==> src/rtl/sss_pkg.sv <==
package sss_pkg;

	// Default sizing of the element stores.
	localparam int MAX_ELEMS_DEF  = 64;
	localparam int ELEM_WIDTH_DEF = 32;

	// Fixed widths of the channel fields.
	localparam int VALUE_W = 32;
	localparam int COUNT_W = 7;
	// Width used for sign extension between element and field widths.
	localparam int EXT_W   = 64;

	// Operation codes of an input beat. Code 3 is unused and ignored.
	typedef enum logic [1:0] {
		FUNC_LOAD_TGT = 2'd0,
		FUNC_LOAD_REM = 2'd1,
		FUNC_RUN      = 2'd2
	} func_t;

	typedef struct packed {
		logic [1:0]                 func;
		logic signed [VALUE_W-1:0]  value;
	} in_item_t;

	typedef struct packed {
		logic signed [VALUE_W-1:0]  elem_out;
		logic                       last;
		logic                       empty_res;
		logic [COUNT_W-1:0]         remaining_count;
		logic                       overflow;
	} out_item_t;

endpackage

==> src/rtl/sss_in_if.sv <==
interface sss_in_if;
	logic              valid;
	logic              ready;
	sss_pkg::in_item_t data;

	modport source (output valid, output data, input ready);
	modport sink (input valid, input data, output ready);
endinterface

==> src/rtl/sss_out_if.sv <==
interface sss_out_if;
	logic               valid;
	logic               ready;
	sss_pkg::out_item_t data;

	modport source (output valid, output data, input ready);
	modport sink (input valid, input data, output ready);
endinterface

==> src/rtl/sorted_set_subtract.sv <==
// Channel   Role    Payload                                            Beat taken when
// items     sink    func, value                                        valid && ready
// results   source  elem_out, last, empty_res, remaining_count,        valid && ready
//                   overflow
//
// A load beat is written straight into its store; a beat for a full store is dropped
// and sets the overflow flag. A run walks the intersection, then the difference, then
// emits the kept elements, or a single empty result; each step is one registered
// read of the stores, and an emission step waits while the output register is busy.
// Reset clears the counts, the overflow flag and the control state; store contents
// are left undefined, as only entries below the counts are ever read.
// The items channel is ready only between runs; a stalled results channel holds the
// emission walk, while a final result waiting in the output register does not block
// new load beats.
module sorted_set_subtract #(
	parameter int MAX_ELEMS  = sss_pkg::MAX_ELEMS_DEF,
	parameter int ELEM_WIDTH = sss_pkg::ELEM_WIDTH_DEF
) (
	input  logic       clk,
	input  logic       arst_n,
	sss_in_if.sink     items,
	sss_out_if.source  results
);

	localparam int AW = $clog2(MAX_ELEMS);
	localparam int CW = $clog2(MAX_ELEMS + 1);

	typedef logic [ELEM_WIDTH-1:0] elem_t;

	typedef enum logic [2:0] {
		ST_IDLE,
		ST_ISECT_RD,
		ST_ISECT_CMP,
		ST_DIFF_RD,
		ST_DIFF_CMP,
		ST_EMIT_RD,
		ST_EMIT_WAIT,
		ST_EMIT_EMPTY
	} state_t;

	state_t             state_q;
	logic [CW-1:0]      tgt_cnt_q;
	logic [CW-1:0]      rem_cnt_q;
	logic               ovf_q;
	logic [CW-1:0]      i_q;
	logic [CW-1:0]      j_q;
	logic [CW-1:0]      nc_q;
	logic [CW-1:0]      nk_q;
	logic               out_valid_q;
	sss_pkg::out_item_t out_data_q;

	// The two element stores. Each has one write port and one registered read port.
	elem_t   tgt_mem [MAX_ELEMS];
	elem_t   rem_mem [MAX_ELEMS];
	elem_t   tgt_rd_q;
	elem_t   rem_rd_q;

	logic          tgt_we, rem_we, tgt_re, rem_re;
	logic [AW-1:0] tgt_waddr, rem_waddr, tgt_raddr, rem_raddr;
	elem_t         tgt_wdata, rem_wdata;

	logic                   in_acc;
	logic                   out_free;
	logic                   out_load;
	logic [sss_pkg::EXT_W-1:0] value_ext;
	logic [sss_pkg::EXT_W-1:0] elem_ext;
	elem_t                  load_elem;
	logic                   tgt_room, rem_room;
	logic                   isect_go, diff_more, diff_pair, diff_tail;
	logic                   cmp_eq, cmp_lt, emit_last;

	assign items.ready   = (state_q == ST_IDLE);
	assign in_acc        = items.valid && items.ready;
	assign results.valid = out_valid_q;
	assign results.data  = out_data_q;

	// The output register is free when it is empty or its beat is being taken now.
	assign out_free = !out_valid_q || results.ready;
	// A new result beat enters the output register in this cycle.
	assign out_load = out_free && ((state_q == ST_EMIT_WAIT) || (state_q == ST_EMIT_EMPTY));

	// The value field is sign-extended, then kept in the element width.
	assign value_ext = sss_pkg::EXT_W'($signed(items.data.value));
	assign load_elem = value_ext[ELEM_WIDTH-1:0];
	// A stored element is sign-extended back and cut to the field width.
	assign elem_ext  = sss_pkg::EXT_W'($signed(tgt_rd_q));

	assign tgt_room  = (tgt_cnt_q < CW'(MAX_ELEMS));
	assign rem_room  = (rem_cnt_q < CW'(MAX_ELEMS));

	assign isect_go  = (i_q < tgt_cnt_q) && (j_q < rem_cnt_q);
	assign diff_more = (i_q < tgt_cnt_q);
	assign diff_pair = (j_q < nc_q);
	// Past the last matched element every remaining target element is kept.
	assign diff_tail = !(j_q < nc_q);

	assign cmp_eq    = (tgt_rd_q == rem_rd_q);
	assign cmp_lt    = ($signed(tgt_rd_q) < $signed(rem_rd_q));
	assign emit_last = (CW'(i_q + CW'(1)) == nk_q);

	// Store port control. The intersection is written back over the removal store and
	// the kept elements over the target store: the write index never passes the read
	// index of the same store, so nothing still to be read is overwritten.
	always_comb begin
		tgt_we    = 1'b0;
		rem_we    = 1'b0;
		tgt_re    = 1'b0;
		rem_re    = 1'b0;
		tgt_waddr = tgt_cnt_q[AW-1:0];
		rem_waddr = rem_cnt_q[AW-1:0];
		tgt_wdata = load_elem;
		rem_wdata = load_elem;
		tgt_raddr = i_q[AW-1:0];
		rem_raddr = j_q[AW-1:0];
		case (state_q)
			ST_IDLE: begin
				if (in_acc && items.data.func == sss_pkg::FUNC_LOAD_TGT) begin
					tgt_we = tgt_room;
				end
				if (in_acc && items.data.func == sss_pkg::FUNC_LOAD_REM) begin
					rem_we = rem_room;
				end
			end
			ST_ISECT_RD: begin
				tgt_re = isect_go;
				rem_re = isect_go;
			end
			ST_ISECT_CMP: begin
				rem_we    = cmp_eq;
				rem_waddr = nc_q[AW-1:0];
				rem_wdata = tgt_rd_q;
			end
			ST_DIFF_RD: begin
				tgt_re = diff_more;
				rem_re = diff_more && diff_pair;
			end
			ST_DIFF_CMP: begin
				tgt_we    = diff_tail || !cmp_eq;
				tgt_waddr = nk_q[AW-1:0];
				tgt_wdata = tgt_rd_q;
			end
			ST_EMIT_RD: begin
				tgt_re = 1'b1;
			end
			default: begin
			end
		endcase
	end

	always_ff @(posedge clk) begin
		if (tgt_we) begin
			tgt_mem[tgt_waddr] <= tgt_wdata;
		end
		if (tgt_re) begin
			tgt_rd_q <= tgt_mem[tgt_raddr];
		end
	end

	always_ff @(posedge clk) begin
		if (rem_we) begin
			rem_mem[rem_waddr] <= rem_wdata;
		end
		if (rem_re) begin
			rem_rd_q <= rem_mem[rem_raddr];
		end
	end

	// Sequencer: loads while idle, then intersection, difference and emission walks.
	always_ff @(posedge clk or negedge arst_n) begin
		if (!arst_n) begin
			state_q     <= ST_IDLE;
			tgt_cnt_q   <= '0;
			rem_cnt_q   <= '0;
			ovf_q       <= 1'b0;
			i_q         <= '0;
			j_q         <= '0;
			nc_q        <= '0;
			nk_q        <= '0;
			out_valid_q <= 1'b0;
		end else begin
			if (out_load) begin
				out_valid_q <= 1'b1;
			end else if (results.ready) begin
				out_valid_q <= 1'b0;
			end
			case (state_q)
				ST_IDLE: begin
					if (in_acc) begin
						case (items.data.func)
							sss_pkg::FUNC_LOAD_TGT: begin
								if (tgt_room) begin
									tgt_cnt_q <= CW'(tgt_cnt_q + CW'(1));
								end else begin
									ovf_q <= 1'b1;
								end
							end
							sss_pkg::FUNC_LOAD_REM: begin
								if (rem_room) begin
									rem_cnt_q <= CW'(rem_cnt_q + CW'(1));
								end else begin
									ovf_q <= 1'b1;
								end
							end
							sss_pkg::FUNC_RUN: begin
								i_q     <= '0;
								j_q     <= '0;
								nc_q    <= '0;
								state_q <= ST_ISECT_RD;
							end
							default: begin
							end
						endcase
					end
				end
				ST_ISECT_RD: begin
					if (isect_go) begin
						state_q <= ST_ISECT_CMP;
					end else begin
						i_q     <= '0;
						j_q     <= '0;
						nk_q    <= '0;
						state_q <= ST_DIFF_RD;
					end
				end
				ST_ISECT_CMP: begin
					if (cmp_eq) begin
						nc_q <= CW'(nc_q + CW'(1));
						i_q  <= CW'(i_q + CW'(1));
						j_q  <= CW'(j_q + CW'(1));
					end else if (cmp_lt) begin
						j_q <= CW'(j_q + CW'(1));
					end else begin
						i_q <= CW'(i_q + CW'(1));
					end
					state_q <= ST_ISECT_RD;
				end
				ST_DIFF_RD: begin
					if (diff_more) begin
						state_q <= ST_DIFF_CMP;
					end else begin
						i_q <= '0;
						if (nk_q == '0) begin
							state_q <= ST_EMIT_EMPTY;
						end else begin
							state_q <= ST_EMIT_RD;
						end
					end
				end
				ST_DIFF_CMP: begin
					if (!diff_tail && cmp_eq) begin
						j_q <= CW'(j_q + CW'(1));
					end else begin
						nk_q <= CW'(nk_q + CW'(1));
					end
					i_q     <= CW'(i_q + CW'(1));
					state_q <= ST_DIFF_RD;
				end
				ST_EMIT_RD: begin
					state_q <= ST_EMIT_WAIT;
				end
				ST_EMIT_WAIT: begin
					if (out_free) begin
						out_data_q.elem_out        <= elem_ext[sss_pkg::VALUE_W-1:0];
						out_data_q.last            <= emit_last;
						out_data_q.empty_res       <= 1'b0;
						out_data_q.remaining_count <= emit_last ?
							sss_pkg::COUNT_W'(nk_q) : '0;
						out_data_q.overflow        <= ovf_q;
						i_q                        <= CW'(i_q + CW'(1));
						if (emit_last) begin
							tgt_cnt_q <= '0;
							rem_cnt_q <= '0;
							ovf_q     <= 1'b0;
							state_q   <= ST_IDLE;
						end else begin
							state_q <= ST_EMIT_RD;
						end
					end
				end
				ST_EMIT_EMPTY: begin
					if (out_free) begin
						out_data_q.elem_out        <= '0;
						out_data_q.last            <= 1'b1;
						out_data_q.empty_res       <= 1'b1;
						out_data_q.remaining_count <= '0;
						out_data_q.overflow        <= ovf_q;
						tgt_cnt_q                  <= '0;
						rem_cnt_q                  <= '0;
						ovf_q                      <= 1'b0;
						state_q                    <= ST_IDLE;
					end
				end
				default: begin
					state_q <= ST_IDLE;
				end
			endcase
		end
	end

`ifndef SYNTHESIS
	// The intersection written back must never overtake the removal read pointer.
	a_isect_inplace: assert property (@(posedge clk) disable iff (!arst_n)
		(state_q == ST_ISECT_CMP) |-> (nc_q <= j_q))
		else $error("intersection write index passed removal read index");

	// The kept list written back must never overtake the target read pointer.
	a_diff_inplace: assert property (@(posedge clk) disable iff (!arst_n)
		(state_q == ST_DIFF_CMP) |-> (nk_q <= i_q))
		else $error("kept write index passed target read index");

	a_cnt_bound: assert property (@(posedge clk) disable iff (!arst_n)
		(tgt_cnt_q <= CW'(MAX_ELEMS)) && (rem_cnt_q <= CW'(MAX_ELEMS)))
		else $error("store count beyond capacity");

	// A final result that carries an element also carries a nonzero count.
	a_last_count: assert property (@(posedge clk) disable iff (!arst_n)
		(results.valid && results.data.last && !results.data.empty_res)
		|-> (results.data.remaining_count != '0))
		else $error("final result without remaining count");

	a_run_start: assert property (@(posedge clk) disable iff (!arst_n)
		(in_acc && items.data.func == sss_pkg::FUNC_RUN) |=> (state_q == ST_ISECT_RD))
		else $error("run beat did not start the intersection walk");
`endif

endmodule
==> src/flat_wrapper.sv <==
// flat-port wrapper written by rule: the top's interface ports become plain ports
module sorted_set_subtract_flat 
#(
	parameter int MAX_ELEMS  = sss_pkg::MAX_ELEMS_DEF,
	parameter int ELEM_WIDTH = sss_pkg::ELEM_WIDTH_DEF
)
  (clk, arst_n, items_valid, items_data, items_ready, results_valid, results_data, results_ready);
  sss_in_if items_i ();
  sss_out_if results_i ();
  input  logic clk;
  input  logic arst_n;
  input wire logic [$bits(items_i.valid)-1:0] items_valid;
  input wire logic [$bits(items_i.data)-1:0] items_data;
  output wire logic [$bits(items_i.ready)-1:0] items_ready;
  output wire logic [$bits(results_i.valid)-1:0] results_valid;
  output wire logic [$bits(results_i.data)-1:0] results_data;
  input wire logic [$bits(results_i.ready)-1:0] results_ready;
  assign items_i.valid = items_valid;
  assign items_i.data = items_data;
  assign items_ready = items_i.ready;
  assign results_valid = results_i.valid;
  assign results_data = results_i.data;
  assign results_i.ready = results_ready;
  sorted_set_subtract #(.MAX_ELEMS(MAX_ELEMS), .ELEM_WIDTH(ELEM_WIDTH)) u_core (.clk(clk), .arst_n(arst_n), .items(items_i), .results(results_i));
endmodule
==> config.mk <==
export PLATFORM = sky130hd
export DESIGN_NAME = sorted_set_subtract_flat
export DESIGN_NICKNAME = d
export VERILOG_FILES = /design/src/rtl/sss_pkg.sv /design/src/rtl/sss_in_if.sv /design/src/rtl/sss_out_if.sv /design/src/rtl/sorted_set_subtract.sv /design/src/flat_wrapper.sv
export SDC_FILE = /design/constraint.sdc
export NUM_CORES = 2
export LEC_CHECK = 0
export ABC_AREA = 0
export BUFFER_PORTS_ARGS = -buffer_cell sky130_fd_sc_hd__buf_2
export CAP_MARGIN = 5
export CORE_UTILIZATION = 40
export CTS_CLUSTER_SIZE = 24
export DETAILED_ROUTE_END_ITERATION = 8
export GPL_TIMING_DRIVEN = 0
export PLACE_DENSITY_LB_ADDON = 0.1
export SETUP_SLACK_MARGIN = 0.3
export SLEW_MARGIN = 20
export SYNTH_ARGS = -nofsm -noshare
export SYNTH_HDL_FRONTEND = slang
export SYNTH_SLANG_ARGS = --single-unit
==> constraint.sdc <==
create_clock -name clk -period 5.2 [get_ports clk]
set_input_delay 1.04 -clock clk [delete_from_list [all_inputs] [get_ports clk]]
set_output_delay 1.04 -clock clk [all_outputs]
set_load 0.02 [all_outputs]
==> summary.md <==
| Metric | Value |
|---|---|
| Sequential cell area fraction in the yosys report | 77.8% |
| Clk Latency, worst-skew pair | 1000 ps |
| VDD IR max | 0.338 mV |
| Post-route cell area | 193,000 um^2 |
| Maximum fanout along the worst path | 18 |
| FP Rows | 234 |
| Outcome | finished clean |
| Synth unique cells | 59 |
| Crit path arrival time | 5520 ps |
| Ys async rst share | 1.11% |
| Final GP Congestion | 0.832 |
| Fmax | 0.206 GHz |
| Synth Warn # | 0 |
| CTS buffer count | 449 |
| Unrepaired setup endpoints after global routing | true |
| First-pass DRT Iterations | 7 |
| Clock Root Buffer | clkbuf_16 |
| Vias/cell | 5.69 |
| Worst path required time | 5870 ps |
| Final WS setup | 347 ps |
| Die Wd | 642 um |
| Syn_nets | 6,841 |
| CTS sink count | 4,249 |
| Mapped Cells | 6,746 |
| Final net count | 7,693 |
| WL final | 483,000 um |
| Period utilization | 93.3% |
| Min-Delay Path Class | in2async |
| Layout cells sized above 1 | 34.1% |
| Htree depth | 5 |
| FF+latch count, synth | 4,249 |
| Mean Syn Cell Area | 24.3 um^2 |
| Critical path launch point | u_core.tgt_rd_q[25] |
| Setup Viol. Count Final | 0 |
| Skew final | 50.0 ps |
| Crit path launch type | flip-flop |
| Gr ovfl total | 0 |
| Clock transition at path regs | 60 ps |
| Cell Count, Final, Fillers Out | 13,400 |
| First-pass GRT wire length | 661,000 um |
| CP endpoint kind | flip-flop |
| Most frequent cells in the layout | 4,202 x edfxtp_1, 1,344 x mux4_2, 452 x clkbuf_16 |
| FF-to-FF Start | u_core.tgt_rd_q[25] |
| Least-Margin Pin Slew | 1210 ps |
| DRC | 0 |
| IO buf count | 81 |
| Area added between synthesis and finish | 18.1% |
| Initial antenna violation count | 45 |
| Wire per inst | 36.0 um |
| Post-DP Area | 178,000 um^2 |
| Max clock buf depth | 4 |
| Slew HR | 19.0% |
| DR vias | 76,500 |
| Io pins | 82 |
| Main synth FF type | edfxtp_1 |
| Fin. Hold Viols | 0 |
| Post-synth top area share | 77.1% |
| Ranking of synthesized cells by area | edfxtp_1 77%, mux4_2 18%, dfrtp_1 0.72% |
| Critical path class | reg2reg |
| Dpl cells | 12,500 |
| Power density cells | 498 nW/um^2 |
| Core area | 407,000 um^2 |
| Final antenna-violating net count | 0 |
| Starting DRT DRC Count | 8,216 |
| Starting Density | 40.2% |
| CTS tree | yes |
| Largest net degree at the start of global routing | 65 |
| Global Route Usage Sum | 23.3% |
| Number of max-cap violations | 0 |
| Die Y | 642 um |
| Fin. max-slew vios | 0 |
| Vias in the first global route | 79,200 |
| Die area | 412,000 um^2 |
| Synth area leader | edfxtp_1 |
| Pre-CTS setup slack | -137 ps |
| Commonest non-fill, non-tap cell in the layout | edfxtp_1 |
| Number of enable flip-flop cells after synthesis | 4,202 |
| Minimum clock period | 4850 ps |
| Final Total Pwr | 96.4 mW |
| Detailed Place HPWL | 340,000 um |
| Static leakage | 59.2 nW |
| Setup TNS | 0 ps |
| Synth Cell Area | 164,000 um^2 |
[worst paths after layout]
path | slack [ps] | depth (start not counted) | to
setup / recovery | 350 | 9 | u_core.rem_mem[23][22]
hold / removal | 80 | 1 | u_core.j_q[0]
setup reg to reg | 350 | 9 | u_core.rem_mem[23][22]
hold reg to reg | 530 | 1 | u_core.rem_cnt_q[5]
max in group asynchronous | 4590 | 1 | u_core.i_q[5]
min in group clk | 480 | 3 | u_core.rem_mem[55][20]
[per-layer routing]
metal  global-route usage (%)  share of wire [%]  vias to the layer above
met5                        0             0.0077                        -
met4                     7.86                3.4                        6
met3                     2.87                4.7                      664
met2                     41.8                 53                     2340
met1                     29.4                 39                    42400
li1                         -                  -                    31000
[synth_stat cells (all sizes together) (12+ instances only)]
cell and n:
nand2 172, nor3 16, nor2 170, a21oi 33, mux2 32, o21ai 41, nor2b 37, nand4 14
or3 12, edfxtp 4202, inv 60, nand3 32, buf 149, dfrtp 47, mux4 1344, ha 57
clkbuf 186, o31ai 21
[registers in the layout, summed over array words and instances (netlist names), 32 cells and up]
| name | count |
|---|---|
| u_core.rem_mem | 2048 |
| u_core.rem_rd_q | 32 |
| u_core.tgt_mem | 2048 |
| u_core.results.data | 42 |
| u_core.tgt_rd_q | 32 |
[through the flow]
stage	hold WS (ps)	utilization [%]
2_1_floorplan	425	-
3_3_place_gp	497	42.0
3_5_place_dp	515	43.8
4_1_cts	50.7	47.4
5_1_grt	118	47.5
6_report	83.6	47.5
[timing repair]
item,CTS,global route
hold buffers,0,0
setup buffers,48,22
hold endpoints to repair,0,0
resized for setup,7,3
endpoints found under the setup margin,1739,412
pin swaps,19,14
[critical path, stage by stage (launching register included)]
cell,delay [ps]
edfxtp_1,640
ha_1,430
nand4_1,200
nor4_4,540
and3_1,380
nand2_1,190
o22ai_1,530
nand2_2,540
nor2_4,730
buf_12,260
[kinds of logic after synthesis]
group	after synthesis	share of synthesized area, %
adders and majority gates	57	0.435
xor gates and xnor gates	14	0.0749
buffers and inverters	397	1.04
DFF	4249	77.8
and+or+nand+nor	497	1.36
AOI/OAI and AO/OA	151	0.595
muxes	1381	18.7
[report_power, final]
part | internal [mW] | switching [mW]
clock network | 17.6 | 13.3
logic | 8.64 | 14.8
registers | 41.2 | 0.813
[area by class of cell]
| type | count | area [um^2] |
|---|---|---|
| fillers | 33100 | 214000 |
| flip-flops and latches | 4249 | 127000 |
| multi-input cells | 2100 | 36100 |
| clock buffers | 578 | 11800 |
| repair buffers | 401 | 7220 |
| well taps | 5428 | 6790 |
| clock inverters | 241 | 2220 |
| plain buffers | 335 | 1520 |
| inverters | 62 | 233 |
| diodes | 48 | 120 |
Note: power is estimated with default switching activity, not from simulation.
